==> src/hw/rtl/abs_pkg.sv <==
`timescale 1ns / 1ps
// Shared types and constants for the alternating-bit sender.
// Used by abs_ack_chk and alternating_bit_sender; depends on nothing else.
package abs_pkg;

    // Field widths of the input and output transactions
    localparam int ByteW     = 8;
    localparam int AckSeqW   = 20;
    localparam int AckNumW   = 20;
    localparam int AckSumW   = 22;
    localparam int ChkW      = 13;
    localparam int ReqW      = 2;
    localparam int KindW     = 3;
    localparam int InTdataW  = 72;
    localparam int OutTdataW = 24;

    // Bit-serial ack check: seq + num + sum fits in 23 bits
    localparam int ChkBits = 23;
    localparam int ChkCntW = 5;

    typedef enum logic [ReqW-1:0] {
        REQ_MSG     = 2'd0,
        REQ_ACK     = 2'd1,
        REQ_TIMEOUT = 2'd2
    } req_t;

    typedef enum logic [KindW-1:0] {
        KIND_PKT     = 3'd0,
        KIND_ACK_OK  = 3'd1,
        KIND_CORRUPT = 3'd2,
        KIND_DUP     = 3'd3,
        KIND_DROP    = 3'd4
    } kind_t;

    typedef enum logic [2:0] {
        ST_IDLE,
        ST_PAD,
        ST_SEND,
        ST_CHECK,
        ST_REPORT
    } state_t;

    // Status from the serial ack checker
    typedef struct packed {
        logic done;
        logic corrupt;
    } ack_chk_status_t;

endpackage

==> src/hw/rtl/abs_ack_chk.sv <==
`timescale 1ns / 1ps
// Bit-serial ack checker: adds seq, num and byte sum one bit per cycle
// and compares against the received checksum. Depends on abs_pkg.
module abs_ack_chk (
    input  logic                            clk,
    input  logic                            rst_n,
    input  logic                            start,
    input  logic [abs_pkg::AckSeqW-1:0]     ack_seq,
    input  logic [abs_pkg::AckNumW-1:0]     ack_num,
    input  logic [abs_pkg::AckSumW-1:0]     ack_sum,
    input  logic [abs_pkg::AckSumW-1:0]     ack_check,
    output abs_pkg::ack_chk_status_t        status
);
    import abs_pkg::*;

    logic [AckSeqW-1:0] seq_sr_reg, seq_sr_next;
    logic [AckNumW-1:0] num_sr_reg, num_sr_next;
    logic [AckSumW-1:0] sum_sr_reg, sum_sr_next;
    logic [AckSumW-1:0] ref_sr_reg, ref_sr_next;
    logic [1:0]         carry_reg, carry_next;
    logic               miss_reg, miss_next;
    logic               busy_reg, busy_next;
    logic [ChkCntW-1:0] bit_reg, bit_next;
    logic [2:0]         bit_total;
    logic               miss_now;
    logic               done_now;

    // One bit of the three-way sum plus carry
    assign bit_total = {2'b00, seq_sr_reg[0]} + {2'b00, num_sr_reg[0]}
                     + {2'b00, sum_sr_reg[0]} + {1'b0, carry_reg};
    assign miss_now  = miss_reg | (bit_total[0] != ref_sr_reg[0]);
    assign done_now  = busy_reg && (bit_reg == ChkCntW'(ChkBits - 1));

    assign status.done    = done_now;
    assign status.corrupt = miss_now;

    // Load on start, otherwise shift one bit per cycle while busy
    always_comb
    begin
        seq_sr_next = seq_sr_reg;
        num_sr_next = num_sr_reg;
        sum_sr_next = sum_sr_reg;
        ref_sr_next = ref_sr_reg;
        carry_next  = carry_reg;
        miss_next   = miss_reg;
        busy_next   = busy_reg;
        bit_next    = bit_reg;
        if (start)
        begin
            seq_sr_next = ack_seq;
            num_sr_next = ack_num;
            sum_sr_next = ack_sum;
            ref_sr_next = ack_check;
            carry_next  = 2'b00;
            miss_next   = 1'b0;
            busy_next   = 1'b1;
            bit_next    = '0;
        end
        else if (busy_reg)
        begin
            seq_sr_next = {1'b0, seq_sr_reg[AckSeqW-1:1]};
            num_sr_next = {1'b0, num_sr_reg[AckNumW-1:1]};
            sum_sr_next = {1'b0, sum_sr_reg[AckSumW-1:1]};
            ref_sr_next = {1'b0, ref_sr_reg[AckSumW-1:1]};
            carry_next  = bit_total[2:1];
            miss_next   = miss_now;
            bit_next    = bit_reg + ChkCntW'(1);
            if (done_now)
            begin
                busy_next = 1'b0;
            end
        end
    end

    // Control state
    always_ff @(posedge clk or negedge rst_n)
    begin
        if (!rst_n)
        begin
            busy_reg  <= 1'b0;
            bit_reg   <= '0;
            carry_reg <= 2'b00;
            miss_reg  <= 1'b0;
        end
        else
        begin
            busy_reg  <= busy_next;
            bit_reg   <= bit_next;
            carry_reg <= carry_next;
            miss_reg  <= miss_next;
        end
    end

    // Operand shift registers
    always_ff @(posedge clk)
    begin
        seq_sr_reg <= seq_sr_next;
        num_sr_reg <= num_sr_next;
        sum_sr_reg <= sum_sr_next;
        ref_sr_reg <= ref_sr_next;
    end

endmodule

==> src/hw/rtl/alternating_bit_sender.sv <==
`timescale 1ns / 1ps
// Alternating-bit sender. Message and ack bytes are accepted only while idle.
// A message end is followed by zero fill of each unwritten slot of the byte shift
// register, then PAYLOAD_BYTES send transactions; a replay sends PAYLOAD_BYTES directly.
// An ack end runs the bit-serial checker, then a report transaction.
// rst_n clears all control state asynchronously; packet bytes are not reset.
// Depends on abs_pkg and abs_ack_chk.
module alternating_bit_sender #(
    parameter int PAYLOAD_BYTES = 20
) (
    input  logic                              clk,
    input  logic                              rst_n,
    input  logic                              s_axis_tvalid,
    output logic                              s_axis_tready,
    // data_byte[7:0], ack_seq_field[27:8], ack_num_field[47:28],
    // ack_check_field[69:48], zero fill[71:70]
    input  logic [abs_pkg::InTdataW-1:0]      s_axis_tdata,
    input  logic                              s_axis_tlast,
    // req_type[1:0]
    input  logic [abs_pkg::ReqW-1:0]          s_axis_tuser,
    output logic                              m_axis_tvalid,
    input  logic                              m_axis_tready,
    // out_seq[0], out_checksum[13:1], out_byte[21:14], timer_start[22],
    // timer_stop[23]
    output logic [abs_pkg::OutTdataW-1:0]     m_axis_tdata,
    output logic                              m_axis_tlast,
    // out_kind[2:0]
    output logic [abs_pkg::KindW-1:0]         m_axis_tuser
);
    import abs_pkg::*;

    localparam int              IdxW    = $clog2(PAYLOAD_BYTES + 1);
    localparam logic [IdxW-1:0] NBytes  = IdxW'(PAYLOAD_BYTES);
    localparam logic [IdxW-1:0] LastIdx = IdxW'(PAYLOAD_BYTES - 1);

    // Input fields
    logic [ByteW-1:0]   data_byte;
    logic [AckSeqW-1:0] ack_seq_field;
    logic [AckNumW-1:0] ack_num_field;
    logic [AckSumW-1:0] ack_check_field;

    assign data_byte       = s_axis_tdata[7:0];
    assign ack_seq_field   = s_axis_tdata[27:8];
    assign ack_num_field   = s_axis_tdata[47:28];
    assign ack_check_field = s_axis_tdata[69:48];

    // Registers
    state_t             state_reg, state_next;
    kind_t              kind_reg, kind_next;
    logic               seq_reg, seq_next;
    logic               awaiting_reg, awaiting_next;
    logic               dropping_reg, dropping_next;
    logic               zero_seen_reg, zero_seen_next;
    logic               num_match_reg, num_match_next;
    logic [IdxW-1:0]    idx_reg, idx_next;
    logic [IdxW-1:0]    cnt_reg, cnt_next;
    logic [ChkW-1:0]    sum_reg, sum_next;
    logic [ChkW-1:0]    chk_reg, chk_next;
    logic [AckSumW-1:0] rsum_reg, rsum_next;
    logic [ByteW-1:0]   store_reg [PAYLOAD_BYTES];
    logic [ByteW-1:0]   store_next [PAYLOAD_BYTES];

    // Decode
    logic               in_fire, out_fire;
    logic               is_msg, is_ack, is_tmo;
    logic               drop_now, room;
    logic [ByteW-1:0]   stored_byte;
    logic               msg_store, msg_end, drop_end, ack_end, replay;
    logic               send_done, last_slot;
    logic [ChkW-1:0]    sum_upd;
    logic [IdxW-1:0]    idx_after;
    logic [AckSumW-1:0] rsum_upd;
    logic               shift_en;
    logic [ByteW-1:0]   shift_in;
    ack_chk_status_t    chk_status;

    assign in_fire     = s_axis_tvalid && s_axis_tready;
    assign out_fire    = m_axis_tvalid && m_axis_tready;
    assign is_msg      = in_fire && (s_axis_tuser == REQ_MSG);
    assign is_ack      = in_fire && (s_axis_tuser == REQ_ACK);
    assign is_tmo      = in_fire && (s_axis_tuser == REQ_TIMEOUT);
    assign drop_now    = dropping_reg
                       | ((idx_reg == '0) && !zero_seen_reg && awaiting_reg);
    assign room        = idx_reg < NBytes;
    assign stored_byte = zero_seen_reg ? '0 : data_byte;
    assign msg_store   = is_msg && !drop_now && room;
    assign msg_end     = is_msg && !drop_now && s_axis_tlast;
    assign drop_end    = is_msg && drop_now && s_axis_tlast;
    assign ack_end     = is_ack && s_axis_tlast;
    assign replay      = is_tmo && awaiting_reg;
    assign last_slot   = (cnt_reg == LastIdx);
    assign send_done   = (state_reg == ST_SEND) && out_fire && last_slot;
    assign sum_upd     = msg_store ? (sum_reg + ChkW'(stored_byte)) : sum_reg;
    assign idx_after   = room ? (idx_reg + IdxW'(1)) : idx_reg;
    assign rsum_upd    = rsum_reg + AckSumW'(data_byte);

    // Bit-serial ack check
    abs_ack_chk u_ack_chk (
        .clk       (clk),
        .rst_n     (rst_n),
        .start     (ack_end),
        .ack_seq   (ack_seq_field),
        .ack_num   (ack_num_field),
        .ack_sum   (rsum_upd),
        .ack_check (ack_check_field),
        .status    (chk_status)
    );

    // Next state
    always_comb
    begin
        state_next = state_reg;
        case (state_reg)
            ST_IDLE:
            begin
                if (msg_end)
                begin
                    state_next = (idx_after == NBytes) ? ST_SEND : ST_PAD;
                end
                else if (replay)
                begin
                    state_next = ST_SEND;
                end
                else if (drop_end)
                begin
                    state_next = ST_REPORT;
                end
                else if (ack_end)
                begin
                    state_next = ST_CHECK;
                end
            end
            ST_PAD:
            begin
                if (cnt_reg == IdxW'(1))
                begin
                    state_next = ST_SEND;
                end
            end
            ST_SEND:
            begin
                if (send_done)
                begin
                    state_next = ST_IDLE;
                end
            end
            ST_CHECK:
            begin
                if (chk_status.done)
                begin
                    state_next = ST_REPORT;
                end
            end
            ST_REPORT:
            begin
                if (out_fire)
                begin
                    state_next = ST_IDLE;
                end
            end
            default:
            begin
                state_next = ST_IDLE;
            end
        endcase
    end

    // Outputs
    always_comb
    begin
        logic is_send;
        logic tstart;
        logic tstop;
        is_send       = (state_reg == ST_SEND);
        tstart        = is_send && last_slot;
        tstop         = (state_reg == ST_REPORT) && (kind_reg == KIND_ACK_OK);
        s_axis_tready = (state_reg == ST_IDLE);
        m_axis_tvalid = is_send || (state_reg == ST_REPORT);
        m_axis_tlast  = (state_reg == ST_REPORT) || tstart;
        m_axis_tuser  = is_send ? KIND_PKT : kind_reg;
        m_axis_tdata  = {tstop, tstart,
                         is_send ? store_reg[0] : {ByteW{1'b0}},
                         is_send ? chk_reg : {ChkW{1'b0}},
                         is_send && seq_reg};
    end

    // Datapath and protocol state
    always_comb
    begin
        kind_next      = kind_reg;
        seq_next       = seq_reg;
        awaiting_next  = awaiting_reg;
        dropping_next  = dropping_reg;
        zero_seen_next = zero_seen_reg;
        num_match_next = num_match_reg;
        idx_next       = idx_reg;
        cnt_next       = cnt_reg;
        sum_next       = sum_reg;
        chk_next       = chk_reg;
        rsum_next      = rsum_reg;
        shift_en       = 1'b0;
        shift_in       = '0;

        // Message bytes: store, or discard while dropping
        if (is_msg)
        begin
            if (drop_now)
            begin
                dropping_next = !s_axis_tlast;
                if (s_axis_tlast)
                begin
                    idx_next       = '0;
                    zero_seen_next = 1'b0;
                    kind_next      = KIND_DROP;
                end
            end
            else
            begin
                if (msg_store)
                begin
                    shift_en = 1'b1;
                    shift_in = stored_byte;
                end
                idx_next       = idx_after;
                sum_next       = sum_upd;
                zero_seen_next = zero_seen_reg | (data_byte == '0);
                if (s_axis_tlast)
                begin
                    chk_next       = sum_upd + ChkW'(seq_reg);
                    sum_next       = '0;
                    idx_next       = '0;
                    zero_seen_next = 1'b0;
                    awaiting_next  = 1'b1;
                    cnt_next       = NBytes - idx_after;
                end
            end
        end

        // Ack bytes: accumulate, hand off to the checker at the end
        if (is_ack)
        begin
            rsum_next = s_axis_tlast ? '0 : rsum_upd;
            if (s_axis_tlast)
            begin
                num_match_next = (ack_num_field == AckNumW'(seq_reg));
            end
        end

        // A timeout while an ack is outstanding replays the stored packet
        if (replay)
        begin
            cnt_next = '0;
        end

        // Fill unwritten slots with zero
        if (state_reg == ST_PAD)
        begin
            shift_en = 1'b1;
            shift_in = '0;
            cnt_next = cnt_reg - IdxW'(1);
        end

        // Send: rotate the store once per transaction
        if ((state_reg == ST_SEND) && out_fire)
        begin
            shift_en = 1'b1;
            shift_in = store_reg[0];
            cnt_next = last_slot ? '0 : (cnt_reg + IdxW'(1));
        end

        // Act on the ack verdict
        if ((state_reg == ST_CHECK) && chk_status.done)
        begin
            if (chk_status.corrupt)
            begin
                kind_next = KIND_CORRUPT;
            end
            else if (awaiting_reg && num_match_reg)
            begin
                kind_next     = KIND_ACK_OK;
                seq_next      = !seq_reg;
                awaiting_next = 1'b0;
            end
            else
            begin
                kind_next = KIND_DUP;
            end
        end

        // Packet store shift line, head at slot zero
        for (int i = 0; i < PAYLOAD_BYTES; i++)
        begin
            store_next[i] = store_reg[i];
        end
        if (shift_en)
        begin
            for (int i = 0; i < PAYLOAD_BYTES - 1; i++)
            begin
                store_next[i] = store_reg[i + 1];
            end
            store_next[PAYLOAD_BYTES - 1] = shift_in;
        end
    end

    // Control registers
    always_ff @(posedge clk or negedge rst_n)
    begin
        if (!rst_n)
        begin
            state_reg     <= ST_IDLE;
            kind_reg      <= KIND_PKT;
            seq_reg       <= 1'b0;
            awaiting_reg  <= 1'b0;
            dropping_reg  <= 1'b0;
            zero_seen_reg <= 1'b0;
            num_match_reg <= 1'b0;
            idx_reg       <= '0;
            cnt_reg       <= '0;
            sum_reg       <= '0;
            chk_reg       <= '0;
            rsum_reg      <= '0;
        end
        else
        begin
            state_reg     <= state_next;
            kind_reg      <= kind_next;
            seq_reg       <= seq_next;
            awaiting_reg  <= awaiting_next;
            dropping_reg  <= dropping_next;
            zero_seen_reg <= zero_seen_next;
            num_match_reg <= num_match_next;
            idx_reg       <= idx_next;
            cnt_reg       <= cnt_next;
            sum_reg       <= sum_next;
            chk_reg       <= chk_next;
            rsum_reg      <= rsum_next;
        end
    end

    // Packet bytes
    always_ff @(posedge clk)
    begin
        for (int i = 0; i < PAYLOAD_BYTES; i++)
        begin
            store_reg[i] <= store_next[i];
        end
    end

    // A packet is only sent while an ack is outstanding
    a_send_awaits: assert property (@(posedge clk) disable iff (!rst_n)
        (state_reg == ST_SEND) |-> awaiting_reg)
        else $error("packet sent with no ack outstanding");

    // The ack wait ends only through an accepted ack report
    a_ack_clears: assert property (@(posedge clk) disable iff (!rst_n)
        $fell(awaiting_reg) |-> (state_reg == ST_REPORT) && (kind_reg == KIND_ACK_OK))
        else $error("ack wait cleared without an accepted ack");

    // Zero fill always has slots left to fill
    a_pad_count: assert property (@(posedge clk) disable iff (!rst_n)
        (state_reg == ST_PAD) |-> (cnt_reg != '0))
        else $error("zero fill entered with nothing to fill");

    // Checker finishes only while the sequencer waits for it
    a_chk_done: assert property (@(posedge clk) disable iff (!rst_n)
        chk_status.done |-> (state_reg == ST_CHECK))
        else $error("ack check finished outside the check state");

endmodule
==> config.mk <==
export PLATFORM = sky130hd
export DESIGN_NAME = alternating_bit_sender
export DESIGN_NICKNAME = d
export VERILOG_FILES = /design/src/hw/rtl/abs_pkg.sv /design/src/hw/rtl/abs_ack_chk.sv /design/src/hw/rtl/alternating_bit_sender.sv
export SDC_FILE = /design/constraint.sdc
export NUM_CORES = 1
export LEC_CHECK = 0
export BUFFER_PORTS_ARGS = -buffer_cell sky130_fd_sc_hd__buf_2
export CORE_ASPECT_RATIO = 1.25
export CORE_UTILIZATION = 41
export DETAILED_ROUTE_END_ITERATION = 10
export GPL_TIMING_DRIVEN = 1
export PLACE_DENSITY = 0.65
export SYNTH_ARGS = -nofsm -noshare
export SYNTH_HDL_FRONTEND = slang
export SYNTH_HIERARCHICAL = 1
export SYNTH_SLANG_ARGS = --single-unit
export TNS_END_PERCENT = 20
==> constraint.sdc <==
create_clock -name clk -period 10.4 [get_ports clk]
set_input_delay 2.08 -clock clk [delete_from_list [all_inputs] [get_ports clk]]
set_output_delay 2.08 -clock clk [all_outputs]
set_load 0.01 [all_outputs]
### After elaboration in Yosys (flattened, before gate mapping)

Memory sizes are Yosys's and may differ from the RTL's.
Cells that the tools add are included.

* register bits after elaboration: 162
* output and inout bits: 30
* memories kept: 1
* logic and storage cells: 176
* input bits: 79
* RAM bits: 160

* $add $sub $neg: 11
* $lt $le $gt $ge: 1
* muxes and demuxes: 71
* bitwise gates (word level): 5
* equality and inequality tests: 20
* reduce and logical (&&, ||, !) cells: 47

Memories
* store_reg: words 20, width 8, read ports 20, clocked after memory_dff 0, write ports 20, line alternating_bit_sender.sv:60 `logic [ByteW-1:0] store_reg [PAYLOAD_BYTES];`

Operators with widths (number)
* 160-bit 2-to-1 mux: 1
* 22-bit 2-to-1 mux: 5
* 20-bit 2-to-1 mux: 4
* 5-bit 2-to-1 mux: 13
* 8-bit 2-to-1 mux: 7
* 13-bit 2-to-1 mux: 3
* 3-bit 2-to-1 mux: 13
* 22-bit by 8-bit adder with 22-bit output: 1
* 1-bit logical AND: 22
* 20-bit by 1-bit == test with 1-bit output: 1
* 1-bit 2-to-1 mux: 19
* 5-bit by 1-bit adder with 5-bit output, second input constant: 3
* 5-bit == test, second input constant: 3
* 3-bit case mux with 5 select lines: 1
* 13-bit by 1-bit adder with 13-bit output: 1
* 13-bit by 8-bit adder with 13-bit output: 1
* 3-bit AND reduction: 4
* 2-bit 2-to-1 mux: 5
* 8-bit logical NOT: 1
* 2-bit inequality test, second input constant: 4
* 2-bit AND reduction: 4
* 2-bit nonzero test: 4
* 4-bit nonzero test: 2
* 3-bit by 1-bit == test with 1-bit output, second input constant: 2
* other kinds (23): 31

### Longest topological paths before layout

* depth after elaboration: 13
* gate-level depth with buffers: 15
* mapped depth without buffers: 14

### Modules after synthesis

Netlist, hierarchy kept.

By module, submodules not included
* alternating_bit_sender: seq. area each 6531.3 µm², area an instance 10298.6 µm², instances 1, cells each 807
* abs_ack_chk: seq. area each 2747.6 µm², area an instance 4108.9 µm², instances 1, cells each 226

### Least setup slack after synthesis

Ideal clock, no wire load.

* kind: input to register
* from: input s_axis_tvalid
* to: memory store_reg[0][0] (enable)
* cell stages on the path: 4
* library setup time: 1.726 ns
* data arrival time: 6.167 ns
* setup slack: 2.507 ns
* buffers on the path: 1
* data required time: 8.674 ns
* path through: nor4b_2 > o2111ai_1 > buf_4 > nand3_1

RTL lines
* start, declared: line alternating_bit_sender.sv:13 `input logic s_axis_tvalid,`
* end, declared: line alternating_bit_sender.sv:60

### Worst setup path after layout

* from: input s_axis_tdata[0] (netlist bit)
* to: register chk_reg[12]

* cells in the longest elaborated chain, start to end: 4

RTL lines
* start, declared: line alternating_bit_sender.sv:17 `input logic [abs_pkg::InTdataW-1:0] s_axis_tdata,`
* 8-bit 2-to-1 mux: line alternating_bit_sender.sv:85 `assign stored_byte = zero_seen_reg ? '0 : data_byte;`
* 13-bit by 8-bit adder with 13-bit output: line alternating_bit_sender.sv:93 `assign sum_upd = msg_store ? (sum_reg + ChkW'(stored_byte)) : sum_reg;`
* 13-bit 2-to-1 mux: line alternating_bit_sender.sv:93
* 13-bit by 1-bit adder with 13-bit output: line alternating_bit_sender.sv:229 `chk_next = sum_upd + ChkW'(seq_reg);`
* end signal, assigned: line alternating_bit_sender.sv:335 `chk_reg <= chk_next;`
* end, declared: line alternating_bit_sender.sv:58 `logic [ChkW-1:0] chk_reg, chk_next;`

No other way between the ends.
A chain may end at the register's enable or synchronous reset.

==> impl_metrics.yaml <==
die:
  core_area_um2: 34500
  initial_core_util_pct: 41.7
  rows: 76
  die_width_um: 170
  die_area_um2: 35900
  pin_count: 109
  die_h_um: 212
synth:
  synth_mux_area_share_pct: 8.18
  synth_compound_area_share_pct: 8.61
  netlist_area_um2: 14400
  yosys.area.top_type: "edfxtp_1"
  synth_nets: 1139
  synth_top_area_share_pct: 50.9
  synth.distinct_cells: 86
  synth-xor-area-share_pct: 3.38
  synthTopCellsByArea: "edfxtp_1 51%, dfrtp_1 14%, mux2_2 5.5%"
  yosys_warnings: 6
  ys_seq_area_share_pct: 64.4
  synth-seq-cells: 322
  synth_simple_gate_area_share_pct: 10.1
  syn_avg_cell_area_um2: 13.9
  synth_fa_ha_area_share_pct: 2.77
  synth_top_family_by_area: "simple AND/OR/NAND/NOR gates"
  synth_edf_count: 244
  async_flop_share_pct: 24.2
  synthFlopType: "edfxtp_1"
  postSynthCellCount: 1033
sta:
  setup_viol: 0
  fin_skew_ps: 33.9
  rsz0062_at_grt: "false"
  clock.fmax_mhz: 192
  hold_viol: 0
  fin_crit_ps: 5200
  slew_headroom_pct: 21.5
  worst_slew_pin_slew_ps: 1180
  tns_ps: 0
  drv_slew: 0
  fin_crit_sh_pct: 50.0
job:
  cap_violations: 0
drt:
  ant_nets: 0
  vias: 8438
  wl_per_cell_um: 16.9
  vias_per_cell: 5.18
  routed_wl_um: 27500
  dr.pass1.iters: 4
  drc: 0
  drt_iter0_markers: 521
cells_and_area:
  multiInputGateArea_um2: 4780
  nets: 1241
  largest_register_ffs: 160
  antenna_cells: 0
  regArea_um2: 9280
  fillers: 3045
  drive_above_1_share_pct: 24.1
  stdcell_count: 1629
  fin_area_um2: 16500
  syn_to_final_growth_pct: 14.3
  final_util_pct: 47.7
clock_tree:
  numCtsBuffers: 35
  cts_hold_buf: 0
  cts_root_buf: "clkbuf_16"
  clock-sinks: 322
  cts_tree: "built"
  clock_tree.buffer_depth: 3
  clock_latency_ps: 530
  clk_pin_slew_ps: 60
  cts_resized: 0
  h-tree-depth: 2
  post-cts-setup-buffers: 0
worst_setup_path:
  critPathMaxFanout: 6
  cp.required_ps: 10770
  path_class: "in2reg"
  cp_num_buf_inv: 1
  slowest_stage: "fa_1"
  crit_chain: "buf_2 > nor2b_1 > ha_1 > fa_1 > maj3_2 > and2_1 > or4_1 > a2111oi_2 > o21ai_1 > nand2_1 > nand4_1 > nor2_1 > and4_1 > o31ai_2"
  slowest_delay_ps: 490
  cp_top_family: "simple AND/OR/NAND/NOR gates"
  start_kind: "primary input"
  cp-end-kind: "flop"
  arrival_ps: 5580
place:
  hpwl_um: 17900
  routabilityCongestion: 0.844
  dp_cells: 1566
  numPortBuffers: 106
  placed_area_um2: 15300
hold_path:
  hold_path_class: "reg2reg"
grt:
  antenna_found_initial: 4
  grt_pass1_wl_um: 44500
  grt_pass1_vias: 8575
  grt_use_total_pct: 15.7
  overflow: 0
  grt_max_degree: 101
power:
  p_switching_uw: 1320
  p_seq_share_pct: 52.1
  p_per_area_nw_per_um2: 279
  irDropWorstVdd_uv: 200
  comb_power_share_pct: 21.2
  total_leakage_power_uw: 0.00644
  swShare_pct: 28.7
  p_total_uw: 4600
  internal_power_uw: 3280
  pwr-share-clk_pct: 26.7
outcome:
  status: "complete, no violations"
## power groups by stage
stage	clock (µW)	combinational (µW)	sequential, µW
final	1230	974	2400
after global routing	1320	1090	2470
after CTS	1270	989	2410
after detailed placement	0	988	2410
after global placement	0	953	2400
after floorplan	0	782	2390
## cell families (layout without fill, tap and decap cells)
group / count (synthesis) / count (layout)
adder cells (fa/ha/maj): 30 / 30
XOR/XNOR: 51 / 51
buffers and inverters: 72 / 200
AND/OR/NAND/NOR: 274 / 274
flip-flops: 322 / 322
multiplexers: 101 / 101
AO/OA/AOI/OAI: 183 / 183
## area by class of cell
type,instances,area share (%)
well taps,468,3.55
multi-input cells,639,29.0
clock buffers,40,5.49
repair buffers,113,3.55
flip-flops and latches,322,56.3
inverters,24,0.562
clock inverters,23,1.50
## cell usage after synthesis (6+ instances only)
| cell | count |
|---|---|
| nand2_1 | 81 |
| o21ai_1 | 7 |
| mux2i_1 | 15 |
| buf_4 | 7 |
| xor2_1 | 19 |
| nor2b_1 | 15 |
| clkbuf_1 | 18 |
| o21ai_0 | 48 |
| mux2_2 | 70 |
| and3_1 | 10 |
| a22o_1 | 17 |
| buf_2 | 14 |
| edfxtp_1 | 244 |
| o22ai_1 | 11 |
| ha_1 | 23 |
| dfrtp_1 | 78 |
| nand4_1 | 9 |
| and2_1 | 34 |
| a21oi_1 | 36 |
| xnor2_1 | 29 |
| nor3_1 | 14 |
| nand2b_1 | 7 |
| mux2_4 | 16 |
| nand3_1 | 18 |
| nor2_1 | 48 |
| a21o_1 | 6 |
| nor4_1 | 8 |
| inv_1 | 23 |
## placed cells by master (no fill, tap or decap), types with 9 or more instances in the layout
cell | synthesis | final
nand3_1 | 18 | 17
a21oi_1 | 36 | 36
inv_1 | 23 | 22
o22ai_1 | 11 | 11
nor3_1 | 14 | 14
xnor2_1 | 29 | 29
dfrtp_1 | 78 | 78
and2_1 | 34 | 34
edfxtp_1 | 244 | 244
nor2b_1 | 15 | 15
mux2_4 | 16 | 16
and3_1 | 10 | 10
xor2_1 | 19 | 19
buf_2 | 14 | 105
nand4_1 | 9 | 9
a22o_1 | 17 | 17
ha_1 | 23 | 23
o21ai_0 | 48 | 48
clkbuf_16 | 0 | 35
mux2_2 | 70 | 70
nand2_1 | 81 | 81
nor2_1 | 48 | 47
mux2i_1 | 15 | 15
## metrics by stage
step / hold slack (ps) / worst slack [ps]
2_1_floorplan: 400 / 2510
3_3_place_gp: 403 / 4750
3_5_place_dp: 405 / 4690
4_1_cts: 408 / 5250
5_1_grt: 417 / 5030
6_report: 407 / 5200
## layer usage
metal / wire length, µm / GRT usage (%)
met5: 45 / 0
met4: 610 / 5.53
met3: 1320 / 3.68
met2: 13600 / 26.4
met1: 11900 / 19.6
## worst paths after layout
kind | start | end | slack [ps] | depth (start not counted)
worst max register to register | state_reg[2] | store_reg[3][0] | 6030 | 5
min in group asynchronous | rst_n | rsum_reg[12] | 1500 | 1
worst min register to register | store_reg[0][15] | store_reg[0][7] | 410 | 0
max in group asynchronous | rst_n | cnt_reg[2] | 7870 | 2
worst min-delay path | store_reg[0][15] | store_reg[0][7] | 410 | 0
worst max-delay path | s_axis_tdata[0] | chk_reg[12] | 5200 | 14
## worst register-to-register path, delay by kind of cell, from the launching register on
kind	cells	cell delay, ps
flops	1	500
simple gates	4	2360
buf+inv	1	1050
Power figures use the tool's default switching activity.
